--- src/hdl/slcfr_pkg.sv ---
// ----------------------------------------------------------------------------
// slcfr_pkg
// Shared types, constants and the byte-wide CRC-16 update for the sync /
// length / payload / CRC frame receiver.
// ----------------------------------------------------------------------------
package slcfr_pkg;

   // channel count and derived widths
   localparam int CHANNELS = 16;
   localparam int MASK_W   = 16;
   localparam int CHAN_W   = 4;
   localparam logic [7:0] CHANNELS_B = 8'(CHANNELS);

   // frame codes
   localparam logic [7:0] SYNC_BYTE     = 8'hA5;
   localparam logic [7:0] CMD_POWER_OFF = 8'd254;
   localparam logic [7:0] CMD_POWER_ON  = 8'd255;

   // reflected CRC-16 polynomial
   localparam logic [15:0] CRC_POLY = 16'hA001;

   // frame phase
   typedef enum logic [2:0] {
      PH_SYNC   = 3'd0,
      PH_CMD    = 3'd1,
      PH_LEN    = 3'd2,
      PH_DATA   = 3'd3,
      PH_CRC_HI = 3'd4,
      PH_CRC_LO = 3'd5
   } phase_type;

   // one result word
   typedef struct packed {
      logic              deliver;
      logic [CHAN_W-1:0] channel;
      logic [7:0]        payload;
      logic [MASK_W-1:0] power_off_mask;
      logic [MASK_W-1:0] pending_mask;
      logic              frame_end;
      logic              crc_ok;
   } rsp_word_type;

   // crc update over one byte, lsb first
   function automatic logic [15:0] crc_byte(input logic [15:0] crc, input logic [7:0] b);
      logic [15:0] c;
      c = crc ^ {8'h00, b};
      for (int k = 0; k < 8; k++) begin
         if (c[0]) begin
            c = (c >> 1) ^ CRC_POLY;
         end else begin
            c = c >> 1;
         end
      end
      return c;
   endfunction

endpackage

--- src/hdl/slcfr_if.sv ---
// ----------------------------------------------------------------------------
// slcfr request and response channels
// Valid / ready channels carrying received bytes in and result words out.
// ----------------------------------------------------------------------------
interface slcfr_req_if;
   logic       valid;
   logic       ready;
   logic [7:0] rx_byte;

   modport source (output valid, output rx_byte, input ready);
   modport sink (input valid, input rx_byte, output ready);
endinterface

interface slcfr_rsp_if;
   logic        valid;
   logic        ready;
   logic        deliver;
   logic [3:0]  channel;
   logic [7:0]  payload;
   logic [15:0] power_off_mask;
   logic [15:0] pending_mask;
   logic        frame_end;
   logic        crc_ok;

   modport source (output valid, output deliver, output channel, output payload,
                   output power_off_mask, output pending_mask, output frame_end,
                   output crc_ok, input ready);
   modport sink (input valid, input deliver, input channel, input payload,
                 input power_off_mask, input pending_mask, input frame_end,
                 input crc_ok, output ready);
endinterface

--- src/hdl/slcfr_in_stage.sv ---
// ----------------------------------------------------------------------------
// slcfr_in_stage
// Input register: captures one received byte and holds it until the
// parser moves it on.
// ----------------------------------------------------------------------------
module slcfr_in_stage (
   input  logic       clock,
   input  logic       reset,
   input  logic       in_valid,
   input  logic [7:0] in_byte,
   output logic       in_ready,
   input  logic       advance,
   output logic       held_valid,
   output logic [7:0] held_byte
);
   import slcfr_pkg::*;

   logic       valid_ff, valid_in;
   logic [7:0] byte_ff;

   // free when empty or when the held word moves on this cycle
   assign in_ready = !valid_ff || advance;

   always_comb begin
      valid_in = valid_ff;
      if (in_ready) begin
         valid_in = in_valid;
      end
   end

   always_ff @(posedge clock) begin
      if (reset) begin
         valid_ff <= 1'b0;
      end else begin
         valid_ff <= valid_in;
      end
   end

   // byte register, no reset needed
   always_ff @(posedge clock) begin
      if (in_ready && in_valid) begin
         byte_ff <= in_byte;
      end
   end

   assign held_valid = valid_ff;
   assign held_byte  = byte_ff;

endmodule

--- src/hdl/slcfr_parser.sv ---
// ----------------------------------------------------------------------------
// slcfr_parser
// Frame state machine: sync hunt, command, length, payload, CRC bytes,
// running CRC and the per-channel power and pending bits.
// ----------------------------------------------------------------------------
module slcfr_parser (
   input  logic                    clock,
   input  logic                    reset,
   input  logic                    step,
   input  logic [7:0]              rx_byte,
   output slcfr_pkg::rsp_word_type word
);
   import slcfr_pkg::*;

   phase_type         phase_ff, phase_in;
   logic [7:0]        command_ff, command_in;
   logic [7:0]        remaining_ff, remaining_in;
   logic [15:0]       crc_ff, crc_in;
   logic [7:0]        crc_hi_ff, crc_hi_in;
   logic [MASK_W-1:0] power_off_ff, power_off_in;
   logic [MASK_W-1:0] pending_ff, pending_in;

   logic [15:0]       crc_next;
   logic [7:0]        remaining_dec;
   logic [MASK_W-1:0] chan_bit;

   assign crc_next      = crc_byte(crc_ff, rx_byte);
   assign remaining_dec = remaining_ff - 8'd1;
   assign chan_bit      = MASK_W'(1) << rx_byte[CHAN_W-1:0];

   // next state and result word
   always_comb begin
      phase_in     = phase_ff;
      command_in   = command_ff;
      remaining_in = remaining_ff;
      crc_in       = crc_ff;
      crc_hi_in    = crc_hi_ff;
      power_off_in = power_off_ff;
      pending_in   = pending_ff;
      word         = '0;

      unique case (phase_ff)
         PH_CMD: begin
            crc_in     = crc_next;
            command_in = rx_byte;
            phase_in   = PH_LEN;
         end
         PH_LEN: begin
            crc_in       = crc_next;
            remaining_in = rx_byte;
            phase_in     = PH_DATA;
         end
         PH_DATA: begin
            crc_in = crc_next;
            if (command_ff < CHANNELS_B) begin
               word.deliver = 1'b1;
               word.channel = command_ff[CHAN_W-1:0];
               word.payload = rx_byte;
            end
            if ((command_ff == CMD_POWER_OFF || command_ff == CMD_POWER_ON)
                && rx_byte < CHANNELS_B) begin
               if (command_ff == CMD_POWER_OFF) begin
                  power_off_in = power_off_ff | chan_bit;
               end else begin
                  power_off_in = power_off_ff & ~chan_bit;
               end
               pending_in = pending_ff | chan_bit;
            end
            remaining_in = remaining_dec;
            if (remaining_dec == 8'd0) begin
               phase_in = PH_CRC_HI;
            end
         end
         PH_CRC_HI: begin
            crc_hi_in = rx_byte;
            phase_in  = PH_CRC_LO;
         end
         PH_CRC_LO: begin
            word.frame_end = 1'b1;
            word.crc_ok    = ({crc_hi_ff, rx_byte} == crc_ff);
            phase_in       = PH_SYNC;
         end
         default: begin
            phase_in = (rx_byte == SYNC_BYTE) ? PH_CMD : PH_SYNC;
            crc_in   = '0;
         end
      endcase

      word.power_off_mask = power_off_in;
      word.pending_mask   = pending_in;
   end

   // state registers, updated once per byte
   always_ff @(posedge clock) begin
      if (reset) begin
         phase_ff     <= PH_SYNC;
         command_ff   <= '0;
         remaining_ff <= '0;
         crc_ff       <= '0;
         crc_hi_ff    <= '0;
         power_off_ff <= '0;
         pending_ff   <= '0;
      end else if (step) begin
         phase_ff     <= phase_in;
         command_ff   <= command_in;
         remaining_ff <= remaining_in;
         crc_ff       <= crc_in;
         crc_hi_ff    <= crc_hi_in;
         power_off_ff <= power_off_in;
         pending_ff   <= pending_in;
      end
   end

endmodule

--- src/hdl/slcfr_out_stage.sv ---
// ----------------------------------------------------------------------------
// slcfr_out_stage
// Result register: holds one result word until the sink takes it.
// ----------------------------------------------------------------------------
module slcfr_out_stage (
   input  logic                    clock,
   input  logic                    reset,
   input  logic                    load,
   input  slcfr_pkg::rsp_word_type word,
   output logic                    free,
   output logic                    out_valid,
   input  logic                    out_ready,
   output slcfr_pkg::rsp_word_type out_word
);
   import slcfr_pkg::*;

   logic         valid_ff, valid_in;
   rsp_word_type word_ff;

   // room for a new word when empty or being drained
   assign free = !valid_ff || out_ready;

   always_comb begin
      valid_in = valid_ff;
      if (free) begin
         valid_in = load;
      end
   end

   always_ff @(posedge clock) begin
      if (reset) begin
         valid_ff <= 1'b0;
      end else begin
         valid_ff <= valid_in;
      end
   end

   // result payload, no reset needed
   always_ff @(posedge clock) begin
      if (free && load) begin
         word_ff <= word;
      end
   end

   assign out_valid = valid_ff;
   assign out_word  = word_ff;

endmodule

--- src/hdl/sync_length_crc_frame_receiver.sv ---
// Path: a byte accepted into the input register goes through the parser into the result register once it has room.
// Throughput: one byte per cycle while the result register is not stalled; the frame state and CRC update in one pass.
// A stalled result register holds back one further byte in the input register.
// Reset (synchronous, active high) empties both registers, returns to sync
// hunt and clears the CRC, power-off and pending bits.
// ----------------------------------------------------------------------------
// sync_length_crc_frame_receiver
// Top level: input register, frame parser and result register.
// ----------------------------------------------------------------------------
module sync_length_crc_frame_receiver (
   input  logic         clock,
   input  logic         reset,
   slcfr_req_if.sink    req_if,
   slcfr_rsp_if.source  rsp_if
);
   import slcfr_pkg::*;

   logic         held_valid;
   logic [7:0]   held_byte;
   logic         free;
   logic         advance;
   rsp_word_type word;
   rsp_word_type out_word;

   // move a held byte on when the result register has room
   assign advance = held_valid && free;

   slcfr_in_stage u_in (
      .clock      (clock),
      .reset      (reset),
      .in_valid   (req_if.valid),
      .in_byte    (req_if.rx_byte),
      .in_ready   (req_if.ready),
      .advance    (advance),
      .held_valid (held_valid),
      .held_byte  (held_byte)
   );

   slcfr_parser u_parser (
      .clock   (clock),
      .reset   (reset),
      .step    (advance),
      .rx_byte (held_byte),
      .word    (word)
   );

   slcfr_out_stage u_out (
      .clock     (clock),
      .reset     (reset),
      .load      (advance),
      .word      (word),
      .free      (free),
      .out_valid (rsp_if.valid),
      .out_ready (rsp_if.ready),
      .out_word  (out_word)
   );

   // result word onto the channel
   assign rsp_if.deliver        = out_word.deliver;
   assign rsp_if.channel        = out_word.channel;
   assign rsp_if.payload        = out_word.payload;
   assign rsp_if.power_off_mask = out_word.power_off_mask;
   assign rsp_if.pending_mask   = out_word.pending_mask;
   assign rsp_if.frame_end      = out_word.frame_end;
   assign rsp_if.crc_ok         = out_word.crc_ok;

endmodule

--- src/flat_wrapper.sv ---
// flat-port wrapper written by rule: the top's interface ports become plain ports
module sync_length_crc_frame_receiver_flat import slcfr_pkg::*;
  (clock, reset, req_if_valid, req_if_rx_byte, req_if_ready, rsp_if_valid, rsp_if_deliver, rsp_if_channel, rsp_if_payload, rsp_if_power_off_mask, rsp_if_pending_mask, rsp_if_frame_end, rsp_if_crc_ok, rsp_if_ready);
  slcfr_req_if req_if_i ();
  slcfr_rsp_if rsp_if_i ();
  input  logic clock;
  input  logic reset;
  input wire logic [$bits(req_if_i.valid)-1:0] req_if_valid;
  input wire logic [$bits(req_if_i.rx_byte)-1:0] req_if_rx_byte;
  output wire logic [$bits(req_if_i.ready)-1:0] req_if_ready;
  output wire logic [$bits(rsp_if_i.valid)-1:0] rsp_if_valid;
  output wire logic [$bits(rsp_if_i.deliver)-1:0] rsp_if_deliver;
  output wire logic [$bits(rsp_if_i.channel)-1:0] rsp_if_channel;
  output wire logic [$bits(rsp_if_i.payload)-1:0] rsp_if_payload;
  output wire logic [$bits(rsp_if_i.power_off_mask)-1:0] rsp_if_power_off_mask;
  output wire logic [$bits(rsp_if_i.pending_mask)-1:0] rsp_if_pending_mask;
  output wire logic [$bits(rsp_if_i.frame_end)-1:0] rsp_if_frame_end;
  output wire logic [$bits(rsp_if_i.crc_ok)-1:0] rsp_if_crc_ok;
  input wire logic [$bits(rsp_if_i.ready)-1:0] rsp_if_ready;
  assign req_if_i.valid = req_if_valid;
  assign req_if_i.rx_byte = req_if_rx_byte;
  assign req_if_ready = req_if_i.ready;
  assign rsp_if_valid = rsp_if_i.valid;
  assign rsp_if_deliver = rsp_if_i.deliver;
  assign rsp_if_channel = rsp_if_i.channel;
  assign rsp_if_payload = rsp_if_i.payload;
  assign rsp_if_power_off_mask = rsp_if_i.power_off_mask;
  assign rsp_if_pending_mask = rsp_if_i.pending_mask;
  assign rsp_if_frame_end = rsp_if_i.frame_end;
  assign rsp_if_crc_ok = rsp_if_i.crc_ok;
  assign rsp_if_i.ready = rsp_if_ready;
  sync_length_crc_frame_receiver u_core (.clock(clock), .reset(reset), .req_if(req_if_i), .rsp_if(rsp_if_i));
endmodule
--- config.mk ---
export PLATFORM = sky130hd
export DESIGN_NAME = sync_length_crc_frame_receiver_flat
export DESIGN_NICKNAME = d
export VERILOG_FILES = /design/src/hdl/slcfr_pkg.sv /design/src/hdl/slcfr_if.sv /design/src/hdl/slcfr_in_stage.sv /design/src/hdl/slcfr_parser.sv /design/src/hdl/slcfr_out_stage.sv /design/src/hdl/sync_length_crc_frame_receiver.sv /design/src/flat_wrapper.sv
export SDC_FILE = /design/constraint.sdc
export NUM_CORES = 1
export LEC_CHECK = 0
export BUFFER_PORTS_ARGS = -buffer_cell sky130_fd_sc_hd__buf_2
export CAP_MARGIN = 20
export CORE_UTILIZATION = 60
export CTS_CLUSTER_SIZE = 28
export DETAILED_ROUTE_END_ITERATION = 6
export PLACE_DENSITY = 0.88
export SYNTH_ARGS = -nofsm -noshare
export SYNTH_HDL_FRONTEND = slang
export SYNTH_SLANG_ARGS = --single-unit
--- constraint.sdc ---
create_clock -name clock -period 6.75 [get_ports clock]
set_input_delay 1.0125 -clock clock [delete_from_list [all_inputs] [get_ports clock]]
set_output_delay 1.0125 -clock clock [all_outputs]
set_load 0.005 [all_outputs]
== Yosys cells after proc, flatten, opt, wreduce, memory -nomap -nowiden ==
Index checks and enable logic that the tools add are counted.

* Bits in registers: 132
* Input bits: 12
* Output and inout bits: 49
* Logic and storage cells: 84

* Add/subtract/negate cells: 1
* Order comparisons: 2
* Equal/unequal tests: 10
* Shift operators: 1
* Muxes and demuxes: 20
* Bitwise logic cells: 14
* Reduce and logical (&&, ||, !) cells: 19

{| class="wikitable"
|+ Operator list
! kind !! number
|-
| $mux 16 || 13
|-
| $or 16x16->16 || 2
|-
| $pmux 16 s2 || 1
|-
| $eq 8x8->1 const B || 3
|-
| $not 2->3 || 8
|-
| $and 16x16->16 || 1
|-
| $eq 16x16->1 || 1
|-
| $lt 8x5->1 const B || 2
|-
| $not 16->16 || 1
|-
| $pmux 8 s2 || 1
|-
| $shl 1x4->16 const A || 1
|-
| $xor 16x8->16 || 1
|-
| $pmux 3 s5 || 1
|-
| $mux 13 || 1
|-
| $reduce_and 2->1 || 6
|-
| $logic_not 8->1 || 1
|-
| $sub 8x1->8 const B || 1
|-
| $eq 3x2->1 const B || 2
|-
| $eq 3x3->1 const B || 2
|-
| $logic_and 1x1->1 || 4
|-
| $eq 3x1->1 const B || 1
|-
| $logic_or 1x1->1 || 3
|-
| $mux 3 || 1
|-
| $reduce_or 3->1 || 1
|-
| other kinds (7) || 8
|}

== Depth between registers and ports, before layout ==
Gate-level depths: netlist of run 1.

* Depth in word-level cells: 18
* Gate-level depth with buffers: 9

== Hierarchy ==
Synthesis of run 1 repeated with hierarchy kept, for this count alone.

* Cell total of the unflattened synthesis: 557
* Area, all modules: 5683.0 µm²

{| class="wikitable"
|+ By module, submodules not included
! module !! instances !! cells each !! area an instance (µm²) !! seq. area each (µm²)
|-
| slcfr_parser || 1 || 491 || 3915.0 || 1501.4
|-
| slcfr_out_stage || 1 || 52 || 1466.4 || 1431.4
|-
| slcfr_in_stage || 1 || 13 || 295.3 || 260.2
|-
| sync_length_crc_frame_receiver || 1 || 1 || 6.3 || 0.0
|}

== Least setup slack after synthesis of run 1 ==
OpenSTA, ideal clock, no wires.

* Kind: in2reg
* From: input port rsp_if_ready
* To: register u_core.u_parser.crc_hi_ff[0]
* Arrival: 3136 ps
* Required time: 6622 ps
* Path slack: 3486 ps
* Stages on the path: 6
* Buffers on the path: 0
* Cells stage by stage: nand2b_1 > nand2_1 > inv_1 > nand3_1 > mux2i_1 > nor2_1

* Longest elaborated chain between the ends: 3

{| class="wikitable"
|+ Ends and longest elaborated chain
! what !! line !! source
|-
| start: declaration || flat_wrapper.sv:19 || <nowiki>input wire logic [$bits(rsp_if_i.ready)-1:0] rsp_if_ready;</nowiki>
|-
| $logic_or 1x1->1 || slcfr_out_stage.sv:21 || <nowiki>assign free = !valid_ff || out_ready;</nowiki>
|-
| $logic_and 1x1->1 || sync_length_crc_frame_receiver.sv:26 || <nowiki>assign advance = held_valid && free;</nowiki>
|-
| net u_core.advance || sync_length_crc_frame_receiver.sv:21 || <nowiki>logic advance;</nowiki>
|-
| $reduce_and 2->1 (no source line) || - ||
|-
| end signal: assignment || slcfr_parser.sv:108 || <nowiki>crc_hi_ff <= crc_hi_in;</nowiki>
|-
| end: declaration || slcfr_parser.sv:19 || <nowiki>logic [7:0] crc_hi_ff, crc_hi_in;</nowiki>
|}

The timed path passes the listed nets, and every way through them passes these cells.
A chain may end at the register's enable or synchronous reset.

== Worst setup path in the final report of run 1 ==
* From: input port rsp_if_ready
* To: register u_core.u_parser.crc_hi_ff[6]

The elaborated chain is that of the path after synthesis.

==> impl_metrics.sql, run 1 <==
INSERT INTO impl_metrics (metric_group, metric, value, unit) VALUES
('clock_tree', 'clkSlewWorstSetupHoldPaths', '0.06', 'ns'),
('synthesis', 'yosys.area.top_type_share', '0.293', ''),
('synthesis', 'synth_area_per_cell', '10.1', 'µm²'),
('sta', 'report.final.setup_viol', '0', ''),
('final_layout', 'finalInstanceArea', '0.00659', 'mm²'),
('synthesis', 'yosys.area.top_type', 'edfxtp_1', ''),
('power_and_ir_drop', 'leakage', '2.56', 'nW'),
('sta', 'fin_worst_skew', '0.0103', 'ns'),
('floorplanning', 'die_x', '98.9', 'µm'),
('critical_path', 'worst-setup-path-type', 'primary input to flip-flop', ''),
('clock_tree', 'clock_sinks', '132', ''),
('clock_tree', 'post-cts-setup-buffer-count', '0', ''),
('clock_tree', 'clock_tree_from_tritoncts', 'yes', ''),
('floorplanning', 'floorplan.core_area', '0.00889', 'mm²'),
('place', 'post-dp-hpwl', '7.52', 'mm'),
('synthesis', 'synth_top_cells_by_area', 'edfxtp_1 29%, dfxtp_1 27%, nor2_1 4.5%, a21oi_1 4.4%, nand2_1 4.1%', ''),
('routing', 'pre_repair_dr_iteration_count', '5', ''),
('global_route', 'grt_pass1_wl', '20.5', 'mm'),
('floorplanning', 'initial_core_util', '0.633', ''),
('routing', 'route.vias.total', '4487', ''),
('synthesis', 'synth_area', '0.00563', 'mm²'),
('clock_tree', 'cts_buffers', '17', ''),
('place', 'finalWeightedCongestion', '0.857', ''),
('routing', 'drc_errors', '0', ''),
('power_and_ir_drop', 'p_per_area', '283', 'mW/mm²'),
('synthesis', 'ys_seq_elements', '132', ''),
('clock_tree', 'buffer_depth_of_the_longest_clock_path', '2', ''),
('clock_tree', 'worst_skew_late_latency', '0.52', 'ns'),
('floorplanning', 'top_level_ports', '61', ''),
('sta', 'min_period_over_period', '0.432', ''),
('routing', 'avgRoutedWirePerCell', '17.6', 'µm'),
('synthesis', 'synthesis.nets', '573', ''),
('global_route', 'maximum_number_of_pins_on_one_net_before_global_route_repair', '80', ''),
('place', 'placed_cell_area', '0.00595', 'mm²'),
('run', 'reported_max_cap_violation_count', '0', ''),
('global_route', 'globalRouteTotalUtil', '0.273', ''),
('final_layout', 'mostFrequentLayoutCells', '77 x dfxtp_1, 67 x nor2_1, 61 x nand2_1', ''),
('final_layout', 'layout.cells.most_common', 'dfxtp_1', ''),
('synthesis', 'synth_flop_cell', 'dfxtp_1', ''),
('critical_path', 'crit_required', '7.12', 'ns'),
('global_route', 'antenna_violations_before_repair', '0', ''),
('final_layout', 'fin_nets', '622', ''),
('floorplanning', 'die_h', '98.9', 'µm'),
('sta', 'setup_total_negative_slack', '0', 'ns'),
('synthesis', 'synth-edff-count', '55', ''),
('synthesis', 'synth.yosys.seq_area_share', '0.567', ''),
('routing', 'postRouteAntennaNets', '0', ''),
('critical_path', 'arrival', '3.29', 'ns'),
('clock_tree', 'ctsHoldBuffers', '0', ''),
('synthesis', 'yosysUniqueCellTypes', '48', ''),
('power_and_ir_drop', 'ir_worst_vdd', '154', 'µV'),
('place', 'placement.io_buffers', '60', ''),
('final_layout', 'post_route_cells_drive_above_1_share', '0.183', ''),
('synthesis', 'synth_async_sr_flop_share', '0', ''),
('critical_path', 'end_kind', 'flip-flop', ''),
('sta', 'rsz0062_at_grt', 'false', ''),
('routing', 'drt_iter0_drc', '334', ''),
('critical_path', 'timing.critical_path.from_type', 'primary input', ''),
('floorplanning', 'rows', '34', ''),
('sta', 'max_freq', '0.343', 'GHz'),
('synthesis', 'synth.yosys.warnings', '0', ''),
('global_route', 'first_global_vias', '4170', ''),
('sta', 'timing_worst_slew_pin_value', '1.08', 'ns'),
('critical_path', 'r2r_cells', '5', ''),
('min_path', 'count_of_cells_along_the_worst_hold_path', '2', ''),
('final_layout', 'antennaDiodeCount', '0', ''),
('critical_path', 'crit_fanout', '52', ''),
('sta', 'finalHoldViolations', '0', ''),
('clock_tree', 'htree_num_levels', '4', ''),
('routing', 'detail_route.wirelength', '12.8', 'mm'),
('run_status', 'status', 'finished, final reports clean', ''),
('sta', 'worst_slew_margin_relative_to_its_limit', '0.282', ''),
('min_path', 'hold_class', 'flip-flop to flip-flop', ''),
('sta', 'report.final.slew_viol_count', '0', ''),
('final_layout', 'synthToLayoutAreaGrowth', '17.0', '%'),
('synthesis', 'synthesis.instances', '556', ''),
('global_route', 'grt_overflow_total', '0', ''),
('clock_tree', 'clock-root-buffer', 'clkbuf_8', ''),
('sta', 'period_minus_slack', '2.92', 'ns'),
('routing', 'drt-vias-per-instance', '6.18', ''),
('clock_tree', 'number_of_cells_upsized_or_downsized_after_cts', '0', ''),
('floorplanning', 'dieArea', '0.00977', 'mm²');
## layout make-up
class / instances / area [µm²]
flip-flops and latches: 132 / 3190
fillers: 570 / 2300
multi-input cells: 375 / 2250
clock buffers: 17 / 414
repair buffers: 66 / 357
clock inverters: 15 / 191
well taps: 108 / 135
inverters: 13 / 48.8
## kinds of logic (layout without fill, tap and decap cells)
group / count (synthesis) / count (layout) / synth area share
simple gates: 223 / 223 / 0.191
flops: 132 / 132 / 0.567
compound gates: 92 / 92 / 0.0956
buf+inv: 49 / 111 / 0.0349
xor+xnor: 31 / 31 / 0.0549
mux: 24 / 24 / 0.0449
fa+ha+maj: 5 / 5 / 0.0111
## synthesized netlist by cell type, drive strengths merged, types with 13 or more instances
cell type  count
a21oi         49
a22oi         14
and2          14
clkbuf        25
dfxtp         77
edfxtp        55
inv           13
mux2i         14
nand2         61
nand3         30
nor2          68
o21ai         16
xnor2         19
## final timing paths
path                                                start                                            to  slack [ns]
max                                          rsp_if_ready     u_core.u_parser.crc_hi_ff[6]$_SDFFE_PP0P_        3.83
min          u_core.u_parser.power_off_ff[2]$_SDFFE_PP0P_  u_core.u_parser.power_off_ff[2]$_SDFFE_PP0P_        0.45
max reg2reg           u_core.u_in.held_valid$_SDFFE_PP0N_     u_core.u_parser.crc_hi_ff[6]$_SDFFE_PP0P_        4.11
min reg2reg  u_core.u_parser.power_off_ff[2]$_SDFFE_PP0P_  u_core.u_parser.power_off_ff[2]$_SDFFE_PP0P_        0.45
## registers in the layout, indices dropped and copies added (netlist names)
register and count:
u_core.u_out.out_word 47, u_core.u_parser.crc_ff 16, u_core.u_parser.pending_ff 16, u_core.u_parser.power_off_ff 16
u_core.u_in.held_byte 8, u_core.u_parser.command_ff 8, u_core.u_parser.crc_hi_ff 8, u_core.u_parser.remaining_ff 8
u_core.u_parser.phase_ff 3, u_core.u_in.held_valid 1, u_core.u_out.out_valid 1
## critical path, stage by stage
cell,delay [ns]
buf_2,0.09
nand2b_1,0.11
nand2_1,0.11
inv_2,0.79
nand3_1,0.67
mux2i_1,0.40
nor2_1,0.09
## through the flow
step | setup slack (ns) | util | cells | hold WS (ns) | power [mW]
3_3_place_gp | 3.53 | 0.669 | 691 | 0.434 | 0.941
3_5_place_dp | 3.37 | 0.669 | 691 | 0.442 | 0.944
2_1_floorplan | 3.49 | - | 556 | 0.426 | 0.917
5_1_grt | 3.64 | 0.741 | 726 | 0.475 | 1.92
4_1_cts | 3.82 | 0.737 | 723 | 0.448 | 1.87
6_report | 3.83 | 0.741 | 726 | 0.453 | 1.87
## power breakdown
part	switching, mW	leakage [nW]	internal, mW
Clock	0.365	0.292	0.572
Combinational	0.0433	1.13	0.0260
Sequential	0.0144	1.13	0.846
Total	0.423	2.56	1.44
## metal layers
metal,GRT usage,wire length [µm],part of all wire,vias up
li1,-,-,-,2044
met1,0.338,5160,0.40,2141
met2,0.444,6250,0.49,260
met3,0.0631,956,0.075,42
met4,0.153,401,0.031,0
met5,0,0,0,-
Power figures use the tool's default switching activity.
==> run 2: changes to the inputs <==
CORE_UTILIZATION = 58   (was 60)
PLACE_DENSITY = 0.86   (was 0.88)
clock period = 3 ns   (was 6.75 ns; I/O delays follow)
==> impl_metrics.sql, run 2 (synthesis gave the netlist of run 1 again) <==
INSERT INTO impl_metrics (metric_group, metric, value, unit) VALUES
('critical_path', 'crit_top_cell', 'nand2_1', ''),
('routing', 'avgRoutedWirePerCell', '16.6', 'µm'),
('sta', 'worst_slew_margin_relative_to_its_limit', '0.399', ''),
('floorplanning', 'die_h', '101', 'µm'),
('floorplanning', 'initial_core_util', '0.603', ''),
('routing', 'drt-vias-per-instance', '5.83', ''),
('final_layout', 'antennaDiodeCount', '0', ''),
('global_route', 'globalRouteTotalUtil', '0.255', ''),
('critical_path', 'timing.critical_path.from_type', 'flip-flop', ''),
('routing', 'route.vias.total', '4378', ''),
('power_and_ir_drop', 'netSwitchingPower', '890', 'µW'),
('sta', 'finalHoldViolations', '0', ''),
('critical_path', 'crit_required', '3.27', 'ns'),
('critical_path', 'critical_path.cell_chain', 'and3b_1 -> nand2_1 -> nor3_2 -> nand2_1 -> mux2_1', ''),
('sta', 'rsz0062_at_grt', 'false', ''),
('run', 'reported_max_cap_violation_count', '0', ''),
('floorplanning', 'rows', '35', ''),
('power_and_ir_drop', 'leakage', '2.55', 'nW'),
('global_route', 'first_global_vias', '4009', ''),
('global_route', 'maximum_number_of_pins_on_one_net_before_global_route_repair', '49', ''),
('clock_tree', 'htree_num_levels', '4', ''),
('critical_path', 'end_kind', 'flip-flop', ''),
('power_and_ir_drop', 'swShare', '0.219', ''),
('sta', 'timing_worst_slew_pin_value', '0.894', 'ns'),
('clock_tree', 'number_of_cells_upsized_or_downsized_after_cts', '0', ''),
('power_and_ir_drop', 'ir_worst_vdd', '494', 'µV'),
('final_layout', 'fin_nets', '626', ''),
('min_path', 'hold_class', 'primary input to flip-flop', ''),
('clock_tree', 'clock_tree_from_tritoncts', 'yes', ''),
('place', 'finalWeightedCongestion', '0.902', ''),
('critical_path', 'worst-setup-path-type', 'flip-flop to flip-flop', ''),
('final_layout', 'synthToLayoutAreaGrowth', '17.4', '%'),
('global_route', 'antenna_violations_before_repair', '0', ''),
('final_layout', 'largest_reg_flops', '47', ''),
('min_path', 'hold_path.startpoint', 'req_if_rx_byte[7]', ''),
('clock_tree', 'ctsHoldBuffers', '0', ''),
('power_and_ir_drop', 'portion_of_total_power_attributed_to_sequential_cells', '0.475', ''),
('clock_tree', 'post-cts-setup-buffer-count', '0', ''),
('sta', 'report.final.slew_viol_count', '0', ''),
('floorplanning', 'die_x', '101', 'µm'),
('run_status', 'status', 'finished, final reports clean', ''),
('power_and_ir_drop', 'clockPowerShare', '0.483', ''),
('power_and_ir_drop', 'cell_internal_pwr', '3.17', 'mW'),
('routing', 'postRouteAntennaNets', '0', ''),
('routing', 'detail_route.wirelength', '12.5', 'mm'),
('global_route', 'grt_overflow_total', '0', ''),
('critical_path', 'worst_setup_path_startpoint', 'u_core.u_parser.phase_ff[0]$_SDFFE_PP0P_', ''),
('routing', 'pre_repair_dr_iteration_count', '5', ''),
('sta', 'report.final.setup_viol', '0', ''),
('routing', 'drc_errors', '0', ''),
('final_layout', 'post_route_cells_drive_above_1_share', '0.186', ''),
('critical_path', 'arrival', '2.87', 'ns'),
('power_and_ir_drop', 'p_per_area', '614', 'mW/mm²'),
('sta', 'hold-worst-slack', '0.0974', 'ns'),
('clock_tree', 'cts_buffers', '17', ''),
('critical_path', 'cp_slowest_stage_delay', '0.63', 'ns'),
('routing', 'drt_iter0_drc', '397', ''),
('final_layout', 'layout.cells.most_common', 'dfxtp_1', ''),
('floorplanning', 'dieArea', '0.0101', 'mm²'),
('place', 'post-dp-hpwl', '7.65', 'mm'),
('place', 'placement.io_buffers', '60', ''),
('clock_tree', 'worst_skew_late_latency', '0.52', 'ns'),
('sta', 'min_period_over_period', '0.870', ''),
('clock_tree', 'clkSlewWorstSetupHoldPaths', '0.06', 'ns'),
('clock_tree', 'buffer_depth_of_the_longest_clock_path', '2', ''),
('critical_path', 'crit-reg2reg-launch', 'u_core.u_parser.phase_ff[0]$_SDFFE_PP0P_', ''),
('sta', 'fin_worst_skew', '0.00921', 'ns'),
('clock_tree', 'clock_sinks', '132', ''),
('sta', 'period_minus_slack', '2.61', 'ns'),
('floorplanning', 'top_level_ports', '61', ''),
('critical_path', 'slowest_stage', 'nor3_2', ''),
('global_route', 'grt_pass1_wl', '19.5', 'mm'),
('sta', 'max_freq', '0.383', 'GHz'),
('clock_tree', 'clock-root-buffer', 'clkbuf_8', ''),
('sta', 'setup_total_negative_slack', '0', 'ns'),
('final_layout', 'mostFrequentLayoutCells', '77 x dfxtp_1, 67 x nor2_1, 61 x nand2_1', ''),
('critical_path', 'crit_fanout', '12', ''),
('power_and_ir_drop', 'power_frac_comb', '0.042', ''),
('critical_path', 'worst_path_dominant_cell_family', 'simple AND/OR/NAND/NOR gates', ''),
('floorplanning', 'floorplan.core_area', '0.00933', 'mm²'),
('critical_path', 'worstPathBufferInverterCount', '0', '');
## run 2: changes by cell type in the layout (fill, tap and decap cells not counted), moves of 3 or more
cell        previous run  this run
clkinvlp_4             2         5
buf_4                  4         9
clkinv_2               1         4
inv_6                  6         1
## run 2: worst paths after layout
path,slack (ns),to,depth (start not counted)
setup reg to reg,0.39,u_core.u_out.out_word[18]$_DFFE_PP_,5
setup / recovery,0.39,u_core.u_out.out_word[18]$_DFFE_PP_,5
hold / removal,0.1,u_core.u_in.held_byte[7]$_DFFE_PP_,1
hold reg to reg,0.45,u_core.u_parser.pending_ff[4]$_SDFFE_PP0P_,2
## run 2: power groups by stage
stage	clock [mW]	sequential [mW]	combinational, mW
3_5_place_dp	0	1.97	0.165
2_1_floorplan	0	1.96	0.104
5_1_grt	2.04	1.93	0.183
6_report	1.96	1.93	0.169
4_1_cts	1.98	1.93	0.167
3_3_place_gp	0	1.96	0.160
## run 2: per-stage QoR
step            util  std cells  total power [mW]  cell area [µm²]  worst slack [ns]
2_1_floorplan      -        556              2.06             5630             0.299
3_3_place_gp   0.647        718              2.12             6030             0.623
3_5_place_dp   0.647        718              2.13             6030             0.538
4_1_cts        0.707        750              4.07             6600             0.479
5_1_grt        0.708        751              4.16             6610             0.339
6_report       0.708        751              4.06             6610             0.391
## run 2: area by class of cell
class / instances / area [µm²]
fillers: 609 / 2720
well taps: 129 / 161
inverters: 13 / 48.8
flip-flops and latches: 132 / 3190
multi-input cells: 375 / 2250
repair buffers: 70 / 388
clock inverters: 13 / 135
clock buffers: 19 / 432
## run 2: routing by layer
| layer | part of all wire | global-route usage | vias to the layer above |
|---|---|---|---|
| li1 | - | - | 2042 |
| met1 | 0.41 | 0.320 | 2069 |
| met2 | 0.49 | 0.422 | 236 |
| met3 | 0.075 | 0.0583 | 31 |
| met4 | 0.022 | 0.114 | 0 |
| met5 | 0 | 0 | - |
## run 2: worst register-to-register path, delay by kind of cell (launching register included)
kind / cells / cell delay (ns)
mux: 1 / 0.37
simple gates: 4 / 1.44
flops: 1 / 0.56
